[src/rtl/core/motion_safety_supervisor_defines.svh]
// ----------------------------------------------------------------------------
// Motion safety supervisor assertion macros
// Concurrent assertion wrappers used by the supervisor RTL.
// ----------------------------------------------------------------------------
`ifndef MOTION_SAFETY_SUPERVISOR_DEFINES_SVH
`define MOTION_SAFETY_SUPERVISOR_DEFINES_SVH

`ifndef ASSERT_OFF
// property must hold at every clock edge outside reset
`define MSUP_ASSERT(label, clk, rst, prop, msg) \
   label: assert property (@(posedge clk) disable iff (rst) prop) else $error(msg);
// expression must never be true outside reset
`define MSUP_ASSERT_NEVER(label, clk, rst, expr, msg) \
   label: assert property (@(posedge clk) disable iff (rst) !(expr)) else $error(msg);
`else
`define MSUP_ASSERT(label, clk, rst, prop, msg)
`define MSUP_ASSERT_NEVER(label, clk, rst, expr, msg)
`endif

`endif

[src/rtl/core/msup_pkg.sv]
// ----------------------------------------------------------------------------
// Motion safety supervisor package
// Shared types, codes and constants for the supervisor blocks.
// ----------------------------------------------------------------------------
package msup_pkg;

   localparam int MSUP_QUEUE_DEPTH = 2;
   localparam int CSR_DATA_W       = 48;
   localparam int CSR_INDEX_W      = 3;
   localparam int NUM_CHECKS       = 5;

   localparam logic [2:0] OP_TICK          = 3'd0;
   localparam logic [2:0] OP_FORCE_ESTOP   = 3'd1;
   localparam logic [2:0] OP_RELEASE_ESTOP = 3'd2;
   localparam logic [2:0] OP_CLEAR_FAULTS  = 3'd3;
   localparam logic [2:0] OP_RESET_STATS   = 3'd4;

   localparam logic [CSR_INDEX_W-1:0] CSR_ENABLE_MASK     = 3'd0;
   localparam logic [CSR_INDEX_W-1:0] CSR_COLL_THRESHOLD  = 3'd1;
   localparam logic [CSR_INDEX_W-1:0] CSR_SPEED_CEILING   = 3'd2;
   localparam logic [CSR_INDEX_W-1:0] CSR_TRAVEL_MIN      = 3'd3;
   localparam logic [CSR_INDEX_W-1:0] CSR_TRAVEL_MAX      = 3'd4;
   localparam logic [CSR_INDEX_W-1:0] CSR_ZONE_POS_MIN    = 3'd5;
   localparam logic [CSR_INDEX_W-1:0] CSR_ZONE_POS_MAX    = 3'd6;
   localparam logic [CSR_INDEX_W-1:0] CSR_ZONE_SPEED_BAND = 3'd7;

   localparam int FLAG_ESTOP     = 0;
   localparam int FLAG_COLLISION = 1;
   localparam int FLAG_SPEED     = 2;
   localparam int FLAG_POSITION  = 3;
   localparam int FLAG_ZONE      = 4;

   typedef enum logic [2:0] {
      CMD_TICK,
      CMD_FORCE_ESTOP,
      CMD_RELEASE_ESTOP,
      CMD_CLEAR_FAULTS,
      CMD_RESET_STATS,
      CMD_REPORT
   } cmd_type;

   typedef enum logic [1:0] {
      STATE_SAFE      = 2'd0,
      STATE_WARNING   = 2'd1,
      STATE_VIOLATION = 2'd2,
      STATE_EMERGENCY = 2'd3
   } safety_type;

   typedef enum logic [2:0] {
      FAULT_NONE      = 3'd0,
      FAULT_ESTOP     = 3'd1,
      FAULT_COLLISION = 3'd2,
      FAULT_SPEED     = 3'd3,
      FAULT_POSITION  = 3'd4
   } fault_type;

   typedef struct packed {
      logic [4:0]         enable_mask;
      logic [23:0]        collision_threshold;
      logic [22:0]        speed_ceiling;
      logic signed [31:0] travel_min;
      logic signed [31:0] travel_max;
      logic signed [31:0] zone_pos_min;
      logic signed [31:0] zone_pos_max;
      logic [47:0]        zone_speed_band;
   } cfg_type;

   typedef struct packed {
      cmd_type            cmd;
      logic               estop_level;
      logic               coll_hit;
      logic [23:0]        speed_mag;
      logic               over_hit;
      logic signed [31:0] position;
      logic               travel_hit;
   } item_type;

   typedef struct packed {
      logic full;
      logic empty;
   } q_status_type;

endpackage

[src/rtl/core/msup_if.sv]
// ----------------------------------------------------------------------------
// Motion safety supervisor channels
// Request and response valid/ready channel interfaces.
// ----------------------------------------------------------------------------
interface msup_req_if;
   logic               valid;
   logic               ready;
   logic [2:0]         opcode;
   logic               estop_level;
   logic [23:0]        obstacle_distance;
   logic signed [23:0] speed;
   logic signed [31:0] position;

   modport source (
      output valid, opcode, estop_level, obstacle_distance, speed, position,
      input  ready
   );
   modport sink (
      input  valid, opcode, estop_level, obstacle_distance, speed, position,
      output ready
   );
endinterface

interface msup_rsp_if;
   logic               valid;
   logic               ready;
   logic [1:0]         safety_state;
   logic [2:0]         fault_code;
   logic [4:0]         flag_vector;
   logic [2:0]         active_violations;
   logic [31:0]        estop_events;
   logic [31:0]        collision_count;
   logic [31:0]        speed_events;
   logic [31:0]        position_events;
   logic [31:0]        zone_events;
   logic [23:0]        peak_speed;
   logic signed [31:0] lowest_position;
   logic signed [31:0] highest_position;

   modport source (
      output valid, safety_state, fault_code, flag_vector, active_violations,
             estop_events, collision_count, speed_events, position_events,
             zone_events, peak_speed, lowest_position, highest_position,
      input  ready
   );
   modport sink (
      input  valid, safety_state, fault_code, flag_vector, active_violations,
             estop_events, collision_count, speed_events, position_events,
             zone_events, peak_speed, lowest_position, highest_position,
      output ready
   );
endinterface

[src/rtl/core/msup_front.sv]
// ----------------------------------------------------------------------------
// Motion safety supervisor front end
// Accepts requests, decodes the opcode and evaluates the sample-only checks.
// ----------------------------------------------------------------------------
module msup_front (
   input  logic                  clock,
   input  logic                  reset,
   input  msup_pkg::cfg_type     cfg,
   msup_req_if.sink              req,
   input  msup_pkg::q_status_type q_status,
   output logic                  q_push,
   output msup_pkg::item_type    q_item
);
   import msup_pkg::*;

   logic     valid_ff;
   item_type item_ff;
   item_type item_in;
   logic     take;

   assign q_push    = valid_ff && !q_status.full;
   assign req.ready = !valid_ff || !q_status.full;
   assign take      = req.valid && req.ready;
   assign q_item    = item_ff;

   always_comb begin
      item_in             = '0;
      item_in.estop_level = req.estop_level;
      item_in.position    = req.position;
      item_in.speed_mag   = req.speed[23] ? $unsigned(~req.speed + 24'sd1)
                                          : $unsigned(req.speed);
      item_in.coll_hit    = req.obstacle_distance < cfg.collision_threshold;
      item_in.over_hit    = item_in.speed_mag > {1'b0, cfg.speed_ceiling};
      item_in.travel_hit  = ($signed(req.position) < $signed(cfg.travel_min)) ||
                            ($signed(req.position) > $signed(cfg.travel_max));
      case (req.opcode)
         OP_TICK:          item_in.cmd = CMD_TICK;
         OP_FORCE_ESTOP:   item_in.cmd = CMD_FORCE_ESTOP;
         OP_RELEASE_ESTOP: item_in.cmd = CMD_RELEASE_ESTOP;
         OP_CLEAR_FAULTS:  item_in.cmd = CMD_CLEAR_FAULTS;
         OP_RESET_STATS:   item_in.cmd = CMD_RESET_STATS;
         default:          item_in.cmd = CMD_REPORT;
      endcase
   end

   always_ff @(posedge clock) begin
      if (reset) begin
         valid_ff <= 1'b0;
      end else if (take) begin
         valid_ff <= 1'b1;
      end else if (q_push) begin
         valid_ff <= 1'b0;
      end
   end

   always_ff @(posedge clock) begin
      if (take) begin
         item_ff <= item_in;
      end
   end

endmodule

[src/rtl/core/msup_queue.sv]
// ----------------------------------------------------------------------------
// Motion safety supervisor command queue
// Small FIFO between the front end and the execution back end.
// ----------------------------------------------------------------------------
module msup_queue #(
   parameter int DEPTH = msup_pkg::MSUP_QUEUE_DEPTH
) (
   input  logic                   clock,
   input  logic                   reset,
   input  logic                   push,
   input  msup_pkg::item_type     push_item,
   input  logic                   pop,
   output msup_pkg::item_type     head_item,
   output msup_pkg::q_status_type status
);
   import msup_pkg::*;

   localparam int PTR_W = $clog2(DEPTH);
   localparam int CNT_W = $clog2(DEPTH + 1);
   localparam logic [PTR_W-1:0] LAST_PTR = PTR_W'(DEPTH - 1);

   item_type         entry_ff [DEPTH];
   logic [PTR_W-1:0] wr_ptr_ff;
   logic [PTR_W-1:0] rd_ptr_ff;
   logic [CNT_W-1:0] count_ff;
   logic [PTR_W-1:0] wr_ptr_in;
   logic [PTR_W-1:0] rd_ptr_in;
   logic [CNT_W-1:0] count_in;

   assign status.full  = count_ff == CNT_W'(DEPTH);
   assign status.empty = count_ff == '0;
   assign head_item    = entry_ff[rd_ptr_ff];

   always_comb begin
      wr_ptr_in = wr_ptr_ff;
      rd_ptr_in = rd_ptr_ff;
      count_in  = count_ff;
      if (push) begin
         wr_ptr_in = (wr_ptr_ff == LAST_PTR) ? '0 : wr_ptr_ff + 1'b1;
      end
      if (pop) begin
         rd_ptr_in = (rd_ptr_ff == LAST_PTR) ? '0 : rd_ptr_ff + 1'b1;
      end
      if (push && !pop) begin
         count_in = count_ff + 1'b1;
      end else if (pop && !push) begin
         count_in = count_ff - 1'b1;
      end
   end

   always_ff @(posedge clock) begin
      if (reset) begin
         wr_ptr_ff <= '0;
         rd_ptr_ff <= '0;
         count_ff  <= '0;
      end else begin
         wr_ptr_ff <= wr_ptr_in;
         rd_ptr_ff <= rd_ptr_in;
         count_ff  <= count_in;
      end
   end

   always_ff @(posedge clock) begin
      if (push) begin
         entry_ff[wr_ptr_ff] <= push_item;
      end
   end

endmodule

[src/rtl/core/msup_back.sv]
// ----------------------------------------------------------------------------
// Motion safety supervisor back end
// Executes commands: edge latches, event counters, state, fault, statistics.
// ----------------------------------------------------------------------------
module msup_back (
   input  logic                   clock,
   input  logic                   reset,
   input  msup_pkg::cfg_type      cfg,
   input  msup_pkg::q_status_type q_status,
   input  msup_pkg::item_type     item,
   output logic                   q_pop,
   msup_rsp_if.source             rsp
);
   import msup_pkg::*;

   logic               rsp_valid_ff;
   logic [4:0]         latch_ff, latch_in;
   logic [4:0]         flags_ff, flags_in;
   safety_type         state_ff, state_in;
   fault_type          fault_ff, fault_in;
   logic [2:0]         active_ff, active_in;
   logic [23:0]        held_mag_ff, held_mag_in;
   logic signed [31:0] held_pos_ff, held_pos_in;
   logic [31:0]        events_ff [NUM_CHECKS];
   logic [31:0]        events_in [NUM_CHECKS];
   logic [23:0]        peak_ff, peak_in;
   logic signed [31:0] low_ff, low_in;
   logic signed [31:0] high_ff, high_in;
   logic [4:0]         en;
   logic [4:0]         hit;
   logic               zone_hit;
   logic [23:0]        zone_min;
   logic [23:0]        zone_max;
   logic [23:0]        mag_sel;
   logic signed [31:0] pos_sel;

   assign q_pop    = !q_status.empty && (!rsp_valid_ff || rsp.ready);
   assign en       = cfg.enable_mask;
   assign zone_min = cfg.zone_speed_band[23:0];
   assign zone_max = cfg.zone_speed_band[47:24];
   assign mag_sel  = en[FLAG_SPEED] ? item.speed_mag : held_mag_ff;
   assign pos_sel  = en[FLAG_POSITION] ? item.position : held_pos_ff;
   assign zone_hit = ($signed(pos_sel) < $signed(cfg.zone_pos_min)) ||
                     ($signed(pos_sel) > $signed(cfg.zone_pos_max)) ||
                     (mag_sel < zone_min) || (mag_sel > zone_max);
   assign hit      = {zone_hit, item.travel_hit, item.over_hit, item.coll_hit,
                      item.estop_level};

   always_comb begin
      latch_in    = latch_ff;
      flags_in    = flags_ff;
      state_in    = state_ff;
      fault_in    = fault_ff;
      held_mag_in = held_mag_ff;
      held_pos_in = held_pos_ff;
      events_in   = events_ff;
      peak_in     = peak_ff;
      low_in      = low_ff;
      high_in     = high_ff;
      case (item.cmd)
         CMD_TICK: begin
            held_mag_in = mag_sel;
            held_pos_in = pos_sel;
            for (int i = 0; i < NUM_CHECKS; i++) begin
               if (en[i] && hit[i] && !latch_ff[i]) begin
                  latch_in[i]  = 1'b1;
                  flags_in[i]  = 1'b1;
                  events_in[i] = events_ff[i] + 32'd1;
               end else if (en[i] && !hit[i] && latch_ff[i]) begin
                  latch_in[i] = 1'b0;
                  flags_in[i] = 1'b0;
               end
            end
            if (flags_in[FLAG_ESTOP]) begin
               state_in = STATE_EMERGENCY;
               fault_in = FAULT_ESTOP;
            end else if (flags_in[FLAG_COLLISION]) begin
               state_in = STATE_EMERGENCY;
               fault_in = FAULT_COLLISION;
            end else if (flags_in[FLAG_SPEED]) begin
               state_in = STATE_VIOLATION;
               fault_in = FAULT_SPEED;
            end else if (flags_in[FLAG_POSITION]) begin
               state_in = STATE_VIOLATION;
               fault_in = FAULT_POSITION;
            end else if (flags_in[FLAG_ZONE]) begin
               state_in = STATE_WARNING;
               fault_in = FAULT_NONE;
            end else begin
               state_in = STATE_SAFE;
               fault_in = FAULT_NONE;
            end
            if (mag_sel > peak_ff) begin
               peak_in = mag_sel;
            end
            if ($signed(pos_sel) < $signed(low_ff)) begin
               low_in = pos_sel;
            end
            if ($signed(pos_sel) > $signed(high_ff)) begin
               high_in = pos_sel;
            end
         end
         CMD_FORCE_ESTOP: begin
            latch_in[FLAG_ESTOP]  = 1'b1;
            flags_in[FLAG_ESTOP]  = 1'b1;
            events_in[FLAG_ESTOP] = events_ff[FLAG_ESTOP] + 32'd1;
            state_in              = STATE_EMERGENCY;
            fault_in              = FAULT_ESTOP;
         end
         CMD_RELEASE_ESTOP: begin
            latch_in[FLAG_ESTOP] = 1'b0;
            flags_in[FLAG_ESTOP] = 1'b0;
            if (fault_ff == FAULT_ESTOP) begin
               fault_in = FAULT_NONE;
               state_in = STATE_SAFE;
            end
         end
         CMD_CLEAR_FAULTS: begin
            state_in = STATE_SAFE;
            fault_in = FAULT_NONE;
            flags_in = flags_ff & 5'b00001;
         end
         CMD_RESET_STATS: begin
            events_in[FLAG_ESTOP]     = '0;
            events_in[FLAG_COLLISION] = '0;
            events_in[FLAG_SPEED]     = '0;
            events_in[FLAG_POSITION]  = '0;
            peak_in                   = '0;
            low_in                    = '0;
            high_in                   = '0;
         end
         default: begin
         end
      endcase
      active_in = 3'($countones(flags_in));
   end

   always_ff @(posedge clock) begin
      if (reset) begin
         rsp_valid_ff <= 1'b0;
         latch_ff     <= '0;
         flags_ff     <= '0;
         state_ff     <= STATE_SAFE;
         fault_ff     <= FAULT_NONE;
         active_ff    <= '0;
         held_mag_ff  <= '0;
         held_pos_ff  <= '0;
         events_ff    <= '{default: '0};
         peak_ff      <= '0;
         low_ff       <= '0;
         high_ff      <= '0;
      end else begin
         if (q_pop) begin
            rsp_valid_ff <= 1'b1;
            latch_ff     <= latch_in;
            flags_ff     <= flags_in;
            state_ff     <= state_in;
            fault_ff     <= fault_in;
            active_ff    <= active_in;
            held_mag_ff  <= held_mag_in;
            held_pos_ff  <= held_pos_in;
            events_ff    <= events_in;
            peak_ff      <= peak_in;
            low_ff       <= low_in;
            high_ff      <= high_in;
         end else if (rsp.ready) begin
            rsp_valid_ff <= 1'b0;
         end
      end
   end

   assign rsp.valid             = rsp_valid_ff;
   assign rsp.safety_state      = state_ff;
   assign rsp.fault_code        = fault_ff;
   assign rsp.flag_vector       = flags_ff;
   assign rsp.active_violations = active_ff;
   assign rsp.estop_events      = events_ff[FLAG_ESTOP];
   assign rsp.collision_count   = events_ff[FLAG_COLLISION];
   assign rsp.speed_events      = events_ff[FLAG_SPEED];
   assign rsp.position_events   = events_ff[FLAG_POSITION];
   assign rsp.zone_events       = events_ff[FLAG_ZONE];
   assign rsp.peak_speed        = peak_ff;
   assign rsp.lowest_position   = low_ff;
   assign rsp.highest_position  = high_ff;

endmodule

[src/rtl/core/motion_safety_supervisor.sv]
// ----------------------------------------------------------------------------
// Motion safety supervisor
// E-stop, collision, speed, travel and zone supervision with event statistics.
// ----------------------------------------------------------------------------
// channel    dir  transfer when         payload
// req_chan   in   valid && ready        opcode, sensor samples
// rsp_chan   out  valid && ready        state, fault, flags, counters, stats
// csr_*      in   csr_write_en          index, 48-bit data
//
// One request per cycle sustained while the response side accepts; a request
// passes the front register, queue and back end state/output register.
// The back end updates all state once per popped command.
// Sync active-high reset clears all but front/queue data; no clearing pass.
// A stalled response backs up into the queue, then stalls the front end.
// ----------------------------------------------------------------------------
`include "motion_safety_supervisor_defines.svh"

module motion_safety_supervisor #(
   parameter int QUEUE_DEPTH = msup_pkg::MSUP_QUEUE_DEPTH
) (
   input  logic                               clock,
   input  logic                               reset,
   msup_req_if.sink                           req_chan,
   msup_rsp_if.source                         rsp_chan,
   input  logic                               csr_write_en,
   input  logic [msup_pkg::CSR_INDEX_W-1:0]   csr_index,
   input  logic [msup_pkg::CSR_DATA_W-1:0]    csr_write_data
);
   import msup_pkg::*;

   cfg_type      cfg_ff;
   q_status_type q_status;
   item_type     push_item;
   item_type     head_item;
   logic         q_push;
   logic         q_pop;

   always_ff @(posedge clock) begin
      if (reset) begin
         cfg_ff <= '0;
      end else if (csr_write_en) begin
         case (csr_index)
            CSR_ENABLE_MASK:     cfg_ff.enable_mask         <= csr_write_data[4:0];
            CSR_COLL_THRESHOLD:  cfg_ff.collision_threshold <= csr_write_data[23:0];
            CSR_SPEED_CEILING:   cfg_ff.speed_ceiling       <= csr_write_data[22:0];
            CSR_TRAVEL_MIN:      cfg_ff.travel_min          <= csr_write_data[31:0];
            CSR_TRAVEL_MAX:      cfg_ff.travel_max          <= csr_write_data[31:0];
            CSR_ZONE_POS_MIN:    cfg_ff.zone_pos_min        <= csr_write_data[31:0];
            CSR_ZONE_POS_MAX:    cfg_ff.zone_pos_max        <= csr_write_data[31:0];
            CSR_ZONE_SPEED_BAND: cfg_ff.zone_speed_band     <= csr_write_data[47:0];
            default: begin
            end
         endcase
      end
   end

   msup_front u_front (
      .clock    (clock),
      .reset    (reset),
      .cfg      (cfg_ff),
      .req      (req_chan),
      .q_status (q_status),
      .q_push   (q_push),
      .q_item   (push_item)
   );

   msup_queue #(
      .DEPTH (QUEUE_DEPTH)
   ) u_queue (
      .clock     (clock),
      .reset     (reset),
      .push      (q_push),
      .push_item (push_item),
      .pop       (q_pop),
      .head_item (head_item),
      .status    (q_status)
   );

   msup_back u_back (
      .clock    (clock),
      .reset    (reset),
      .cfg      (cfg_ff),
      .q_status (q_status),
      .item     (head_item),
      .q_pop    (q_pop),
      .rsp      (rsp_chan)
   );

   `MSUP_ASSERT_NEVER(a_queue_overflow, clock, reset,
                      q_push && q_status.full && !q_pop, "queue overflow")
   `MSUP_ASSERT_NEVER(a_queue_underflow, clock, reset,
                      q_pop && q_status.empty, "queue underflow")
   `MSUP_ASSERT(a_active_count, clock, reset,
                rsp_chan.valid |->
                (rsp_chan.active_violations == 3'($countones(rsp_chan.flag_vector))),
                "active count mismatch")
   `MSUP_ASSERT(a_emergency_fault, clock, reset,
                rsp_chan.valid |->
                ((rsp_chan.fault_code == FAULT_ESTOP ||
                  rsp_chan.fault_code == FAULT_COLLISION) ==
                 (rsp_chan.safety_state == STATE_EMERGENCY)),
                "emergency state and fault disagree")

endmodule

[src/flat_wrapper.sv]
// flat-port wrapper written by rule: the top's interface ports become plain ports
module motion_safety_supervisor_flat import msup_pkg::*;
#(
   parameter int QUEUE_DEPTH = msup_pkg::MSUP_QUEUE_DEPTH
)
  (clock, reset, csr_write_en, csr_index, csr_write_data, req_chan_valid, req_chan_opcode, req_chan_estop_level, req_chan_obstacle_distance, req_chan_speed, req_chan_position, req_chan_ready, rsp_chan_valid, rsp_chan_safety_state, rsp_chan_fault_code, rsp_chan_flag_vector, rsp_chan_active_violations, rsp_chan_estop_events, rsp_chan_collision_count, rsp_chan_speed_events, rsp_chan_position_events, rsp_chan_zone_events, rsp_chan_peak_speed, rsp_chan_lowest_position, rsp_chan_highest_position, rsp_chan_ready);
  msup_req_if req_chan_i ();
  msup_rsp_if rsp_chan_i ();
  input  logic clock;
  input  logic reset;
  input  logic csr_write_en;
  input  logic [msup_pkg::CSR_INDEX_W-1:0] csr_index;
  input  logic [msup_pkg::CSR_DATA_W-1:0] csr_write_data;
  input wire logic [$bits(req_chan_i.valid)-1:0] req_chan_valid;
  input wire logic [$bits(req_chan_i.opcode)-1:0] req_chan_opcode;
  input wire logic [$bits(req_chan_i.estop_level)-1:0] req_chan_estop_level;
  input wire logic [$bits(req_chan_i.obstacle_distance)-1:0] req_chan_obstacle_distance;
  input wire logic [$bits(req_chan_i.speed)-1:0] req_chan_speed;
  input wire logic [$bits(req_chan_i.position)-1:0] req_chan_position;
  output wire logic [$bits(req_chan_i.ready)-1:0] req_chan_ready;
  output wire logic [$bits(rsp_chan_i.valid)-1:0] rsp_chan_valid;
  output wire logic [$bits(rsp_chan_i.safety_state)-1:0] rsp_chan_safety_state;
  output wire logic [$bits(rsp_chan_i.fault_code)-1:0] rsp_chan_fault_code;
  output wire logic [$bits(rsp_chan_i.flag_vector)-1:0] rsp_chan_flag_vector;
  output wire logic [$bits(rsp_chan_i.active_violations)-1:0] rsp_chan_active_violations;
  output wire logic [$bits(rsp_chan_i.estop_events)-1:0] rsp_chan_estop_events;
  output wire logic [$bits(rsp_chan_i.collision_count)-1:0] rsp_chan_collision_count;
  output wire logic [$bits(rsp_chan_i.speed_events)-1:0] rsp_chan_speed_events;
  output wire logic [$bits(rsp_chan_i.position_events)-1:0] rsp_chan_position_events;
  output wire logic [$bits(rsp_chan_i.zone_events)-1:0] rsp_chan_zone_events;
  output wire logic [$bits(rsp_chan_i.peak_speed)-1:0] rsp_chan_peak_speed;
  output wire logic [$bits(rsp_chan_i.lowest_position)-1:0] rsp_chan_lowest_position;
  output wire logic [$bits(rsp_chan_i.highest_position)-1:0] rsp_chan_highest_position;
  input wire logic [$bits(rsp_chan_i.ready)-1:0] rsp_chan_ready;
  assign req_chan_i.valid = req_chan_valid;
  assign req_chan_i.opcode = req_chan_opcode;
  assign req_chan_i.estop_level = req_chan_estop_level;
  assign req_chan_i.obstacle_distance = req_chan_obstacle_distance;
  assign req_chan_i.speed = req_chan_speed;
  assign req_chan_i.position = req_chan_position;
  assign req_chan_ready = req_chan_i.ready;
  assign rsp_chan_valid = rsp_chan_i.valid;
  assign rsp_chan_safety_state = rsp_chan_i.safety_state;
  assign rsp_chan_fault_code = rsp_chan_i.fault_code;
  assign rsp_chan_flag_vector = rsp_chan_i.flag_vector;
  assign rsp_chan_active_violations = rsp_chan_i.active_violations;
  assign rsp_chan_estop_events = rsp_chan_i.estop_events;
  assign rsp_chan_collision_count = rsp_chan_i.collision_count;
  assign rsp_chan_speed_events = rsp_chan_i.speed_events;
  assign rsp_chan_position_events = rsp_chan_i.position_events;
  assign rsp_chan_zone_events = rsp_chan_i.zone_events;
  assign rsp_chan_peak_speed = rsp_chan_i.peak_speed;
  assign rsp_chan_lowest_position = rsp_chan_i.lowest_position;
  assign rsp_chan_highest_position = rsp_chan_i.highest_position;
  assign rsp_chan_i.ready = rsp_chan_ready;
  motion_safety_supervisor #(.QUEUE_DEPTH(QUEUE_DEPTH)) u_core (.clock(clock), .reset(reset), .req_chan(req_chan_i), .rsp_chan(rsp_chan_i), .csr_write_en(csr_write_en), .csr_index(csr_index), .csr_write_data(csr_write_data));
endmodule
[config.mk]
export PLATFORM = sky130hd
export DESIGN_NAME = motion_safety_supervisor_flat
export DESIGN_NICKNAME = d
export VERILOG_FILES = /design/src/rtl/core/msup_pkg.sv /design/src/rtl/core/msup_if.sv /design/src/rtl/core/msup_front.sv /design/src/rtl/core/msup_queue.sv /design/src/rtl/core/msup_back.sv /design/src/rtl/core/motion_safety_supervisor.sv /design/src/flat_wrapper.sv
export VERILOG_INCLUDE_DIRS = /design/src /design/src/rtl/core
export SDC_FILE = /design/constraint.sdc
export NUM_CORES = 2
export LEC_CHECK = 0
export BUFFER_PORTS_ARGS = -buffer_cell sky130_fd_sc_hd__buf_4
export CORE_MARGIN = 1
export CORE_UTILIZATION = 55
export CTS_BUF_LIST = sky130_fd_sc_hd__clkbuf_4 sky130_fd_sc_hd__clkbuf_8
export CTS_CLUSTER_DIAMETER = 60
export DETAILED_ROUTE_END_ITERATION = 7
export PLACE_DENSITY = 0.74
export SYNTH_ARGS = -nofsm -noshare
export SYNTH_HDL_FRONTEND = slang
export SYNTH_SLANG_ARGS = --single-unit
[constraint.sdc]
create_clock -name clock -period 6 [get_ports clock]
set_clock_uncertainty 0.2 [all_clocks]
set_input_delay 1.2 -clock clock [delete_from_list [all_inputs] [get_ports clock]]
set_output_delay 1.2 -clock clock [all_outputs]
set_load 0.01 [all_outputs]
* Word level (Yosys, flattened, before mapping)
Memory sizes are Yosys's and may differ from the RTL's. A register that Yosys moved wholly into a read port is not among the register bits. Index checks and enable logic that the tools add are counted.
Storage, ports and cells: bits in registers 619, bits in writable memories 126, bits of input ports 140, logic and storage cells 246, memories kept 1
Cells by class: $add $sub $neg 14, magnitude comparators 11, equal/unequal tests 26, multiplexer cells 69, bitwise gates (word level) 1, reduce and logical (&&, ||, !) cells 85
Memories:
- u_core.u_queue.entry_ff | depth 2, width 63, rd ports 1, clocked after memory_dff 1, wr ports 1, line msup_queue.sv:22 | item_type entry_ff [DEPTH];
Operators by type and width (number):
- $mux 32 | 7
- $pmux 96 s2 | 1
- $add 32x1->32 const B | 5
- $pmux 32 s2 | 2
- $gt 32x32->1 | 3
- $lt 32x32->1 | 3
- $pmux 32 s3 | 1
- $mux 24 | 3
- $gt 24x24->1 | 2
- $lt 24x24->1 | 2
- $pmux 24 s2 | 1
- $reduce_and 3->1 | 14
- $mux 1 | 36
- $logic_and 1x1->1 | 25
- $add 24x2->24 const B | 1
- $gt 24x23->1 | 1
- $not 24->24 | 1
- $eq 3x2->1 const B | 6
- $eq 3x3->1 const B | 6
- $reduce_and 2->1 | 9
- $logic_not 1->1 | 16
- $ne 2x2->1 const B | 8
- $reduce_bool 2->1 | 8
- $mux 3 | 5
- 20 further kinds | 40

* Longest topological paths before layout
depth in word-level cells 17, mapped depth 24

* By module
A second synthesis with hierarchy kept.
Unflattened totals: cell total of the unflattened synthesis 3822, area, all modules 37738.7 µm²
Modules (own cells, without submodules):
- msup_back | instances 1, cells an instance 2278, area each 18794.3 µm²
- motion_safety_supervisor | instances 1, cells an instance 807, area each 8987.4 µm²
- msup_front | instances 1, cells an instance 519, area each 5183.7 µm²
- msup_queue | instances 1, cells an instance 218, area each 4773.3 µm²

* Worst setup path before layout
OpenSTA, ideal clock, no wires.
kind reg2reg, start point reg (tool-made name), end point reg u_core.u_back.active_ff[1], in the netlist u_core.u_back.rsp.active_violations[1], library setup time 0.132 ns, arrival time 4.682 ns, required time 5.668 ns, setup slack 0.986 ns, stages on the path, launching flop included 24, path buffers 6, path through dfxtp_1 buf_6 buf_6 buf_2 buf_2 buf_1 mux2i_1 a21oi_1 ha_1 and3_1 nand3_1 or3_1 o211ai_1 a211oi_1 a21oi_1 or2_2 buf_2 a21oi_1 o31a_1 fa_1 inv_1 ha_1 nand2_1 a21oi_1
RTL lines:
- end signal: assignment | line msup_back.sv:159 | active_ff <= active_in;
- end: declaration | line msup_back.sv:21 | logic [2:0] active_ff, active_in;

* Worst setup path in the final report
start point reg u_core.cfg_ff[226] (netlist bit), end point reg u_core.u_back.active_ff[0], in the netlist u_core.u_back.rsp.active_violations[0]
Between the ends: cells in the longest elaborated chain, start to end 13, elaborated cells on any way between the ends 25, classes of those cells add/sub: 3; order compare: 2; mux: 8; reduce/logical: 12
RTL lines:
- start: declaration | line motion_safety_supervisor.sv:31 | cfg_type cfg_ff;
- $mux 32 * | line msup_back.sv:42 | assign pos_sel = en[FLAG_POSITION] ? item.position : held_pos_ff;
- via u_core.u_back.pos_sel[23] | line msup_back.sv:35 | logic signed [31:0] pos_sel;
- $lt 32x32->1 or $gt 32x32->1 (tied branches) | line msup_back.sv:43, msup_back.sv:44
- $logic_or 1x1->1 * | line msup_back.sv:43 | assign zone_hit = ($signed(pos_sel) < $signed(cfg.zone_pos_min)) ||
- $logic_or 1x1->1 * | line msup_back.sv:44 | ($signed(pos_sel) > $signed(cfg.zone_pos_max)) ||
- $logic_or 1x1->1 * | line msup_back.sv:45 | (mag_sel < zone_min) || (mag_sel > zone_max);
- $logic_not 1->1 | line msup_back.sv:69 | end else if (en[i] && !hit[i] && latch_ff[i]) begin
- $logic_and 1x1->1 (2 in series) | line msup_back.sv:69
- $mux 1 | line msup_back.sv:69
- $mux 1 * | line msup_back.sv:65 | if (en[i] && hit[i] && !latch_ff[i]) begin
- $mux 1 * | line msup_back.sv:60 | case (item.cmd)
- $pmux 4 s2 * | line msup_back.sv:60
- $add 3x1->3 (implied by the code) * | line msup_back.sv:135 | active_in = 3'($countones(flags_in));
The timed path passes the listed nets; every way through them passes the cells marked *. The select of a mux whose other input is x is not followed. A chain may end at the register's enable or synchronous reset.

==> results.cfg <==
[run_status]
status = finished clean

[global_routing]
grt_max_degree = 93
track_usage_pct = 30.97
grt_pass1_wl_mm = 161.8
antenna_found_initial = 3
grt_overflow = 0
grt_pass1_vias = 28480

[critical_path]
crit_fanout = 44
cp.required_ns = 6.45
cp.arrival_ns = 6.12
critPathKind = register to register
start_kind = register
end_kind = register

[drt]
route.detailed.drc = 0
vias = 30810
initialDrtViolationCount = 2720
vias_per_cell = 5.631
ant_nets = 0
drt-wirelength-per-cell_um = 19.56
drt_first_pass_iters = 5
wl_mm = 107.1

[clock_tree]
clockBufferDepth = 3
clk_pin_slew_ns = 0.07
postCtsSetupRepairBufs = 0
cts_root_buf = clkbuf_8
cts_tree = done
post_cts_resize_count = 0
cts_max_level = 3
cts_sinks = 746
cts_hold_buf = 0
clk_latency_ns = 0.78
cts_buffers = 119

[floorplanning]
boundaryPins = 403
die_w_um = 259.6
coreArea_um2 = 65750
die_area_um2 = 67390
start_util_pct = 55.51
die_h_um = 259.6
rows = 94

[power]
powerDensity_nw_per_um2 = 277.5
leakage_nw = 16.84
vdd_drop_max_uv = 190.5
total_power_mw = 11.90

[timing]
worst_slew_pin_slew_ns = 1.278
finalWorstSetupSlack_ns = 0.3367
drv_slew = 0
slew_headroom_pct = 14.83
rsz0062_at_grt = no
period_needed_ns = 5.663
fmax_mhz = 176.6
finalHoldViolCount = 0
setup-violations-final = 0
fin_setup_tns_ns = 0
min_period_over_period_pct = 94.39

[synth]
ys_seq_area_share_pct = 46.11
async_flop_share_pct = 0
syn_area_um2 = 36490
ys.flop_type = dfxtp_1
ys_ff_latch = 746
synth_cell_type_count = 86
ys_warn_count = 0
avgSynthCellArea_um2 = 8.862
synth_cells = 4118
synth_fp_nets = 4574
synth_edf_count = 189

[placement]
io_buffer_count = 402
dpl.hpwl_mm = 77.99
post-place-ws_ns = 0.4481
place.gp.congestion = 0.9293

[final_layout]
area_growth_pct = 17.49
drive_above_1_share_pct = 15.63
finish.utilization_pct = 65.22
final_cell_mix = nand2_1, dfxtp_1, a21oi_1, buf_4, inv_1
finalNetCount = 4958
n_fill_cell = 5553
final_common_cell = nand2_1

[hold_path]
hold_path_class = register to register

[flow_run]
cap_violations = 0
## registers in the layout, summed over array words and instances, names as in the netlist, 32 cells and up, named ones only
name	flops
u_core.cfg_ff	228
u_core.u_back.rsp.collision_count	32
u_core.u_back.rsp.estop_events	32
u_core.u_back.rsp.zone_events	32
u_core.u_back.rsp.lowest_position	32
u_core.u_back.rsp.speed_events	32
u_core.u_back.rsp.position_events	32
u_core.u_queue.entry_ff	126
u_core.u_back.rsp.highest_position	32
u_core.u_front.q_item	63
u_core.u_back.held_pos_ff	32
## worst max-delay path, cell delays in order (launching register included)
cell and delay (ns):
dfxtp_1 0.39, inv_2 0.66, buf_4 0.38, nor2_1 0.08, a21oi_1 0.27, inv_1 0.20, ha_1 0.34, nand4_1 0.16
nor4_1 0.63, o21ai_1 0.20, a311oi_1 0.32, o211ai_2 0.28, or2_2 0.46, a21oi_1 0.17, o31a_1 0.16, fa_1 0.41
a211oi_1 0.23
## cell type report
cell class | count | area, um2 | share of cell area, %
inverters | 368 | 1381 | 3.222
clock buffers | 190 | 2308 | 5.384
repair buffers | 446 | 3393 | 7.914
diodes | 1 | 2.502 | 0.005836
multi-input cells | 2821 | 17630 | 41.12
clock inverters | 36 | 249.0 | 0.5807
flip-flops and latches | 746 | 16830 | 39.26
well taps | 864 | 1081 | 2.521
## metal layers
metal	wire length [um]	global-route usage, %
met2	47200	47.72
met1	45700	41.57
met5	27	0
met4	4365	12.71
met3	9760	7.554
## synth_stat cells, types with 9 or more instances
cell / count / area share (%)
nor3_1: 30 / 0.41
edfxtp_1: 189 / 16
o21a_1: 12 / 0.25
nor2b_1: 30 / 0.51
buf_1: 14 / 0.14
ha_1: 314 / 11
o31ai_1: 16 / 0.33
dfxtp_1: 557 / 31
a21o_1: 69 / 1.4
xnor2_1: 57 / 1.4
xor2_1: 77 / 1.8
or3_1: 61 / 1.0
nor4_1: 14 / 0.24
nor2_1: 327 / 3.4
nand4_1: 85 / 1.5
a211oi_1: 12 / 0.25
nand2_1: 694 / 7.1
o2bb2ai_1: 32 / 0.77
nand2b_1: 19 / 0.33
o41ai_1: 11 / 0.26
and4_1: 19 / 0.46
and3_1: 33 / 0.57
o21ai_0: 85 / 1.2
o211ai_1: 16 / 0.33
clkbuf_1: 142 / 1.5
inv_1: 367 / 3.8
mux2i_1: 66 / 1.8
or4_1: 18 / 0.37
a21oi_1: 510 / 7.0
nand3_1: 62 / 0.85
a22o_1: 23 / 0.55
buf_2: 17 / 0.23
mux2_2: 9 / 0.28
## power by group
| group | total [mW] | internal (mW) | switching [mW] |
|---|---|---|---|
| clock | 4.61 | 2.50 | 2.11 |
| sequential | 5.52 | 5.37 | 0.150 |
| combinational | 1.77 | 0.613 | 1.15 |
| total | 11.9 | 8.49 | 3.41 |
## kinds of logic (layout without fill, tap and decap cells)
kind of cell               count (synthesis)  count (layout)  synth area share (%)
muxes                                     79              79                 2.294
and+or+nand+nor                         1436            1436                 17.75
other                                      0               1                     0
xor gates and xnor gates                 134             134                 3.216
DFF                                      746             746                 46.11
buffers and inverters                    551            1040                 5.815
adders and majority gates                316             316                 10.88
AOI/OAI and AO/OA                        856             856                 13.94
## metrics by stage
step | cell area, um2 | hold slack [ns] | cells
finish | 42880 | 0.2158 | 5472
global route | 42880 | 0.2479 | 5472
CTS | 42870 | 0.2275 | 5471
detailed placement | 40320 | 0.2304 | 5245
global placement | 40320 | 0.2226 | 5245
floorplan | 36490 | 0.2215 | 4118
## path summary, 6_finish.rpt
check                       startpoint                                     end  slack [ns]  cells past startpoint
max                 u_core.cfg_ff[226]  u_core.u_back.rsp.active_violations[0]        0.34                     16
min          u_core.u_front.q_item[50]          u_core.u_queue.entry_ff[1][50]        0.22                      0
min reg2reg  u_core.u_front.q_item[50]          u_core.u_queue.entry_ff[1][50]        0.22                      0
max reg2reg         u_core.cfg_ff[226]  u_core.u_back.rsp.active_violations[0]        0.34                     16
(Power assumes the default switching activity.)
